--- config.mk ---
export PLATFORM = sky130hd
export DESIGN_NAME = cvc_fifo
export DESIGN_NICKNAME = d
export VERILOG_FILES = /design/src/hw/rtl/cvc_pkg.sv /design/src/hw/rtl/cvc_fifo.sv
export SDC_FILE = /design/constraint.sdc
export NUM_CORES = 1
export LEC_CHECK = 0
export BUFFER_PORTS_ARGS = -buffer_cell sky130_fd_sc_hd__buf_2
export CORE_MARGIN = 5
export CORE_UTILIZATION = 57
export DETAILED_ROUTE_END_ITERATION = 10
export GPL_TIMING_DRIVEN = 0
export HOLD_SLACK_MARGIN = 0.02
export PLACE_DENSITY = 0.81
export SLEW_MARGIN = 20
export SYNTH_ARGS = -nofsm -noshare
export SYNTH_HDL_FRONTEND = slang
export SYNTH_SLANG_ARGS = --single-unit
--- constraint.sdc ---
create_clock -name aclk -period 10.25 [get_ports aclk]
set_input_delay 0 -clock aclk [delete_from_list [all_inputs] [get_ports aclk]]
set_output_delay 0 -clock aclk [all_outputs]
set_load 0.03 [all_outputs]
--- src/hw/rtl/cvc_pkg.sv ---
// Shared types and constants for the 3x3 convolution block.
package cvc_pkg;

    localparam int MAX_WIDTH_DEF = 2048;
    localparam int COEF_W        = 14;
    localparam int COEF_ROW_W    = 42;
    localparam int QUEUE_DEPTH   = 4;
    localparam int PROD_W        = 23;
    localparam int SUM_W         = 27;

    localparam logic [COEF_ROW_W-1:0] COEF_TOP_RST = 42'd264241152;
    localparam logic [COEF_ROW_W-1:0] COEF_MID_RST = 42'd4329348022016;
    localparam logic [COEF_ROW_W-1:0] COEF_BOT_RST = 42'd264241152;
    localparam logic [11:0]           FRAME_W_RST  = 12'd640;
    localparam logic [15:0]           FRAME_H_RST  = 16'd480;

    typedef enum logic [2:0] {
        REG_COEF_TOP = 3'd0,
        REG_COEF_MID = 3'd1,
        REG_COEF_BOT = 3'd2,
        REG_FRAME_W  = 3'd3,
        REG_FRAME_H  = 3'd4
    } cfg_reg_t;

    typedef logic [31:0] pixel_t;

    typedef struct packed {
        pixel_t [8:0] win;
        logic [15:0]  row;
        logic [10:0]  col;
        logic         row_end;
        logic         last_row;
    } job_t;

    typedef struct packed {
        logic [7:0]  alpha;
        logic [10:0] col;
        logic [15:0] row;
        logic        run_last;
        logic        frame_end;
    } side_t;

    localparam int JOB_W = $bits(job_t);

endpackage

--- src/hw/rtl/cvc_fifo.sv ---
// Small request queue between front and back end.
module cvc_fifo #(
    parameter int W     = cvc_pkg::JOB_W,
    parameter int DEPTH = cvc_pkg::QUEUE_DEPTH
) (
    input  logic         aclk,
    input  logic         aresetn,
    input  logic         in_valid,
    output logic         in_ready,
    input  logic [W-1:0] in_data,
    output logic         out_valid,
    input  logic         out_ready,
    output logic [W-1:0] out_data
);
    localparam int PW = (DEPTH > 1) ? $clog2(DEPTH) : 1;

    logic [W-1:0]  mem_reg [DEPTH];
    logic [PW-1:0] wr_ptr_reg, rd_ptr_reg;
    logic [PW:0]   count_reg;
    logic          push, pop;

    assign in_ready  = (count_reg != (PW+1)'(DEPTH));
    assign out_valid = (count_reg != '0);
    assign push      = in_valid && in_ready;
    assign pop       = out_valid && out_ready;
    assign out_data  = mem_reg[rd_ptr_reg];

    always_ff @(posedge aclk) begin
        if (push) begin
            mem_reg[wr_ptr_reg] <= in_data;
        end
    end

    always_ff @(posedge aclk) begin
        if (!aresetn) begin
            wr_ptr_reg <= '0;
            rd_ptr_reg <= '0;
            count_reg  <= '0;
        end else begin
            if (push) begin
                wr_ptr_reg <= (wr_ptr_reg == PW'(DEPTH - 1)) ? '0 : wr_ptr_reg + PW'(1);
            end
            if (pop) begin
                rd_ptr_reg <= (rd_ptr_reg == PW'(DEPTH - 1)) ? '0 : rd_ptr_reg + PW'(1);
            end
            if (push && !pop) begin
                count_reg <= count_reg + (PW+1)'(1);
            end else if (pop && !push) begin
                count_reg <= count_reg - (PW+1)'(1);
            end
        end
    end

endmodule

==> reports/qor.csv <==
stage,metric,value,unit
timing,final setup vio count,0,
worst_setup_path,CP Cell Sequence,buf_2 -> clkbuf_1 -> buf_2 -> mux4_2 -> buf_2,
hold_path,Hold Crit Endpoint,mem_reg[0][48]$_DFFE_PP_,
logic_synthesis,Synth Flop Type,edfxtp_1,
logic_synthesis,warnings from Yosys,0,
worst_setup_path,crit-path max FO,10,
die,CORE AREA,80400,µm²
placed_design,GP Congestion,0.772,
power,Worst VDD drop,0.000200,V
die,die height,294,µm
clocking,clock sink count,1277,
logic_synthesis,post-synthesis cell type count,26,
routing,Final ANT Viol Nets,0,
clocking,CTS tree,built,
die,Die Wd,294,µm
global_routing,largest net degree at the start of global routing,50,
logic_synthesis,XOR/XNOR Fraction of Synth Area,0.000380,
clocking,clock-pin transition on the worst setup and hold timing paths,60,ps
worst_setup_path,R2R Setup Slk,7490,ps
final_layout,final non-filler cell total,3988,
power,Pleak,0.0198,µW
worst_setup_path,crit path kind,reg2out,
placed_design,cell count after placement,3434,
timing,Setup Skew,40.8,ps
hold_path,HP Start,in_data[48],
logic_synthesis,largest family of logic cells by synthesized area,multiplexers,
power,PD cells,255,nW/µm²
routing,Starting DRT DRC Count,2353,
global_routing,vias in the first global route,25972,
worst_setup_path,Critical R2R Capture,mem_reg[0][269]$_DFFE_PP_,
logic_synthesis,Synth Area in Adders,0.00206,
logic_synthesis,register area share after synthesis,0.829,
logic_synthesis,flip-flop and latch count after synthesis,1277,
logic_synthesis,Post-synth EDFFs,1268,
routing,via/cell ratio,6.06,
timing,worst-margin pin slew,880,ps
worst_setup_path,FF-to-FF path depth,6,
clocking,worst-case clock buffer depth,3,
final_layout,Largest register FFs,1268,
logic_synthesis,synthesized cell area,46100,µm²
clocking,clock latency on the worst-skew pair,680,ps
die,I/O pin cnt,640,
routing,drt drc,0,
final_layout,Synth-to-Final Area Change,26.6,%
timing,Slew headroom,0.413,
clocking,total setup buffers inserted after CTS,0,
final_layout,share of post-route cells with drive strength above 1,0.415,
die,Rows,104,
global_routing,first-pass GRT wire length,178,mm
timing,crit share post-route,0.334,
worst_setup_path,Critical Path Source Type,flip-flop,
run_status,outcome,finished clean,
timing,Final Hold Vio Count,0,
global_routing,All-Layer GR Usage,0.282,
routing,DR WL/cell,30.9,µm
die,die area,86700,µm²
clocking,CTS root buf,clkbuf_16,
final_layout,Nets,3143,
die,initial core utilization,0.574,
global_routing,initial antenna violation count,12,
final_layout,Fill cells,4265,
worst_setup_path,"Top cell by count, worst path",buf_2,
clocking,number of H-tree levels,3,
worst_setup_path,"Arr. time, crit path",3420,ps
logic_synthesis,Syn Inst Count,1706,
run,max cap viols,0,
placed_design,Buffers on Ports,639,
logic_synthesis,syn_nets,2034,
timing,FMAX,292,MHz
worst_setup_path,"slowest stage delay, CP",720,ps
worst_setup_path,slowest library cell on the worst path,clkbuf_1,
timing,post-route minimum period,3420,ps
routing,via count,24160,
logic_synthesis,simple-gate share of the synthesized area,0.00239,
logic_synthesis,Synth Area in Compound Gates,0.000760,
hold_path,Min-Delay Path Depth,2,
power,Pwr Total,14900,µW
logic_synthesis,Post-synth ARST share,0,
final_layout,"Core Util, Final",0.726,
placed_design,DPL Wire Length,70.8,mm
routing,WL final,123,mm
hold_path,HP Class,in2reg,
timing,pins over their slew limit,0,
logic_synthesis,mux share of post-synthesis cell area,0.155,
timing,total negative slack,0,ps
worst_setup_path,Crit Reg-Reg Startpoint,count_reg[0]$_SDFFE_PN0P_,
worst_setup_path,critical path capture point type,output pin,
logic_synthesis,syn_area_per_cell,27.0,µm²
global_routing,GRT overflow,0,
worst_setup_path,CP Data Required Time,10250,ps
timing,RSZ-0062 raised after global routing,false,
clocking,Num CTS Buffers,118,
routing,1st-pass router iterations,5,
==> worst max-delay path by stage <==
stage	slack, ps	startpoint	cells past startpoint	end
after detailed placement	7500	flip-flop	5	out_data[165]
after floorplan	1260	count_reg[0]$_SDFFE_PN0P_	3	mem_reg[0][0]$_DFFE_PP_
after global placement	-3730	count_reg[0]$_SDFFE_PN0P_	3	mem_reg[0][235]$_DFFE_PP_
after CTS	6730	flip-flop	5	out_data[165]
final	6830	flip-flop	5	out_data[227]
after global routing	6700	flip-flop	5	out_data[116]
==> cells in the mapped netlist (2+ instances only) <==
cell type     n  area share
mux2i_1       2     0.00043
edfxtp_1   1268        0.83
dfxtp_1       9      0.0039
buf_1         4     0.00033
and3_1        4     0.00054
buf_6        15      0.0037
or3_1         2     0.00027
clkbuf_1      9     0.00073
ha_1          6      0.0016
inv_1         3     0.00024
nor2_1        2     0.00016
buf_2        44      0.0048
nand2_1       5     0.00041
mux4_2      317        0.15
o21ai_0       4     0.00043
nand3_1       2     0.00022
==> what timing repair did <==
item / CTS / global route
gates resized for setup: 0 / 0
hold buffers: 321 / 0
endpoints found under the hold margin: 1350 / 0
==> final cells by class <==
class	instances	area, µm²	area share
well taps	1060	1330	0.0227
repair buffers	989	7110	0.122
clock inverters	80	723	0.0124
diodes	13	32.5	0.000557
flip-flops and latches	1277	38300	0.655
multi-input cells	354	7440	0.127
inverters	3	11.3	0.000193
clock buffers	140	3060	0.0523
plain buffers	72	438	0.00750
==> critical path: cells and delay by family (launching register included) <==
kind	cells	cell delay [ps]
buf+inv	4	1890
mux	1	430
flops	1	410
==> cell usage in the layout, fill, tap and decap left out, types with 2 or more instances in the layout <==
cell type         n
ha_1              6
buf_2           683
and3_4            4
dlygate4sd3_1   321
nand2_1           5
bufinv_16        11
buf_12           13
clkinv_2         22
clkbuf_1         30
inv_1             3
or3_1             2
o21ai_0           4
edfxtp_1       1268
buf_6            15
nor2_1            2
mux2i_1           2
mux4_2          317
clkinv_1         39
clkinv_16         2
buf_1             4
nand3_1           2
inv_16            2
diode_2          13
dfxtp_1           9
clkbuf_16       119
buf_16           16
==> cell families (layout without fill, tap and decap cells) <==
group / Yosys count / after routing
compound gates: 6 / 6
simple gates: 20 / 20
other cells: 0 / 13
buf+inv: 75 / 1284
mux: 319 / 319
xor+xnor: 2 / 2
fa+ha+maj: 7 / 7
flops: 1277 / 1277
==> through the flow <==
step | hold slack (ps) | worst slack (ps) | cell area [µm²]
after floorplan | 98.9 | 1260 | 46100
after global placement | 208 | -3730 | 50600
after detailed placement | 215 | 7500 | 51400
after CTS | 20.6 | 6730 | 58400
after global routing | 42.8 | 6700 | 58400
final | 69.8 | 6830 | 58400
==> per-layer routing <==
metal  part of all wire  GRT usage  wire, µm  vias up
met5            0.00011          0        13        -
met4              0.050      0.122      6150        2
met3               0.10     0.0732     12500      302
met2               0.53      0.486     64600     1714
met1               0.32      0.342     39700    12444
li1                   -          -         -     9698
==> where the power goes <==
group | switching, µW | internal (µW) | total [µW]
sequential | 159 | 6320 | 6480
combinational | 2630 | 1440 | 4060
clock | 1910 | 2410 | 4320
(Power assumes the default switching activity.)
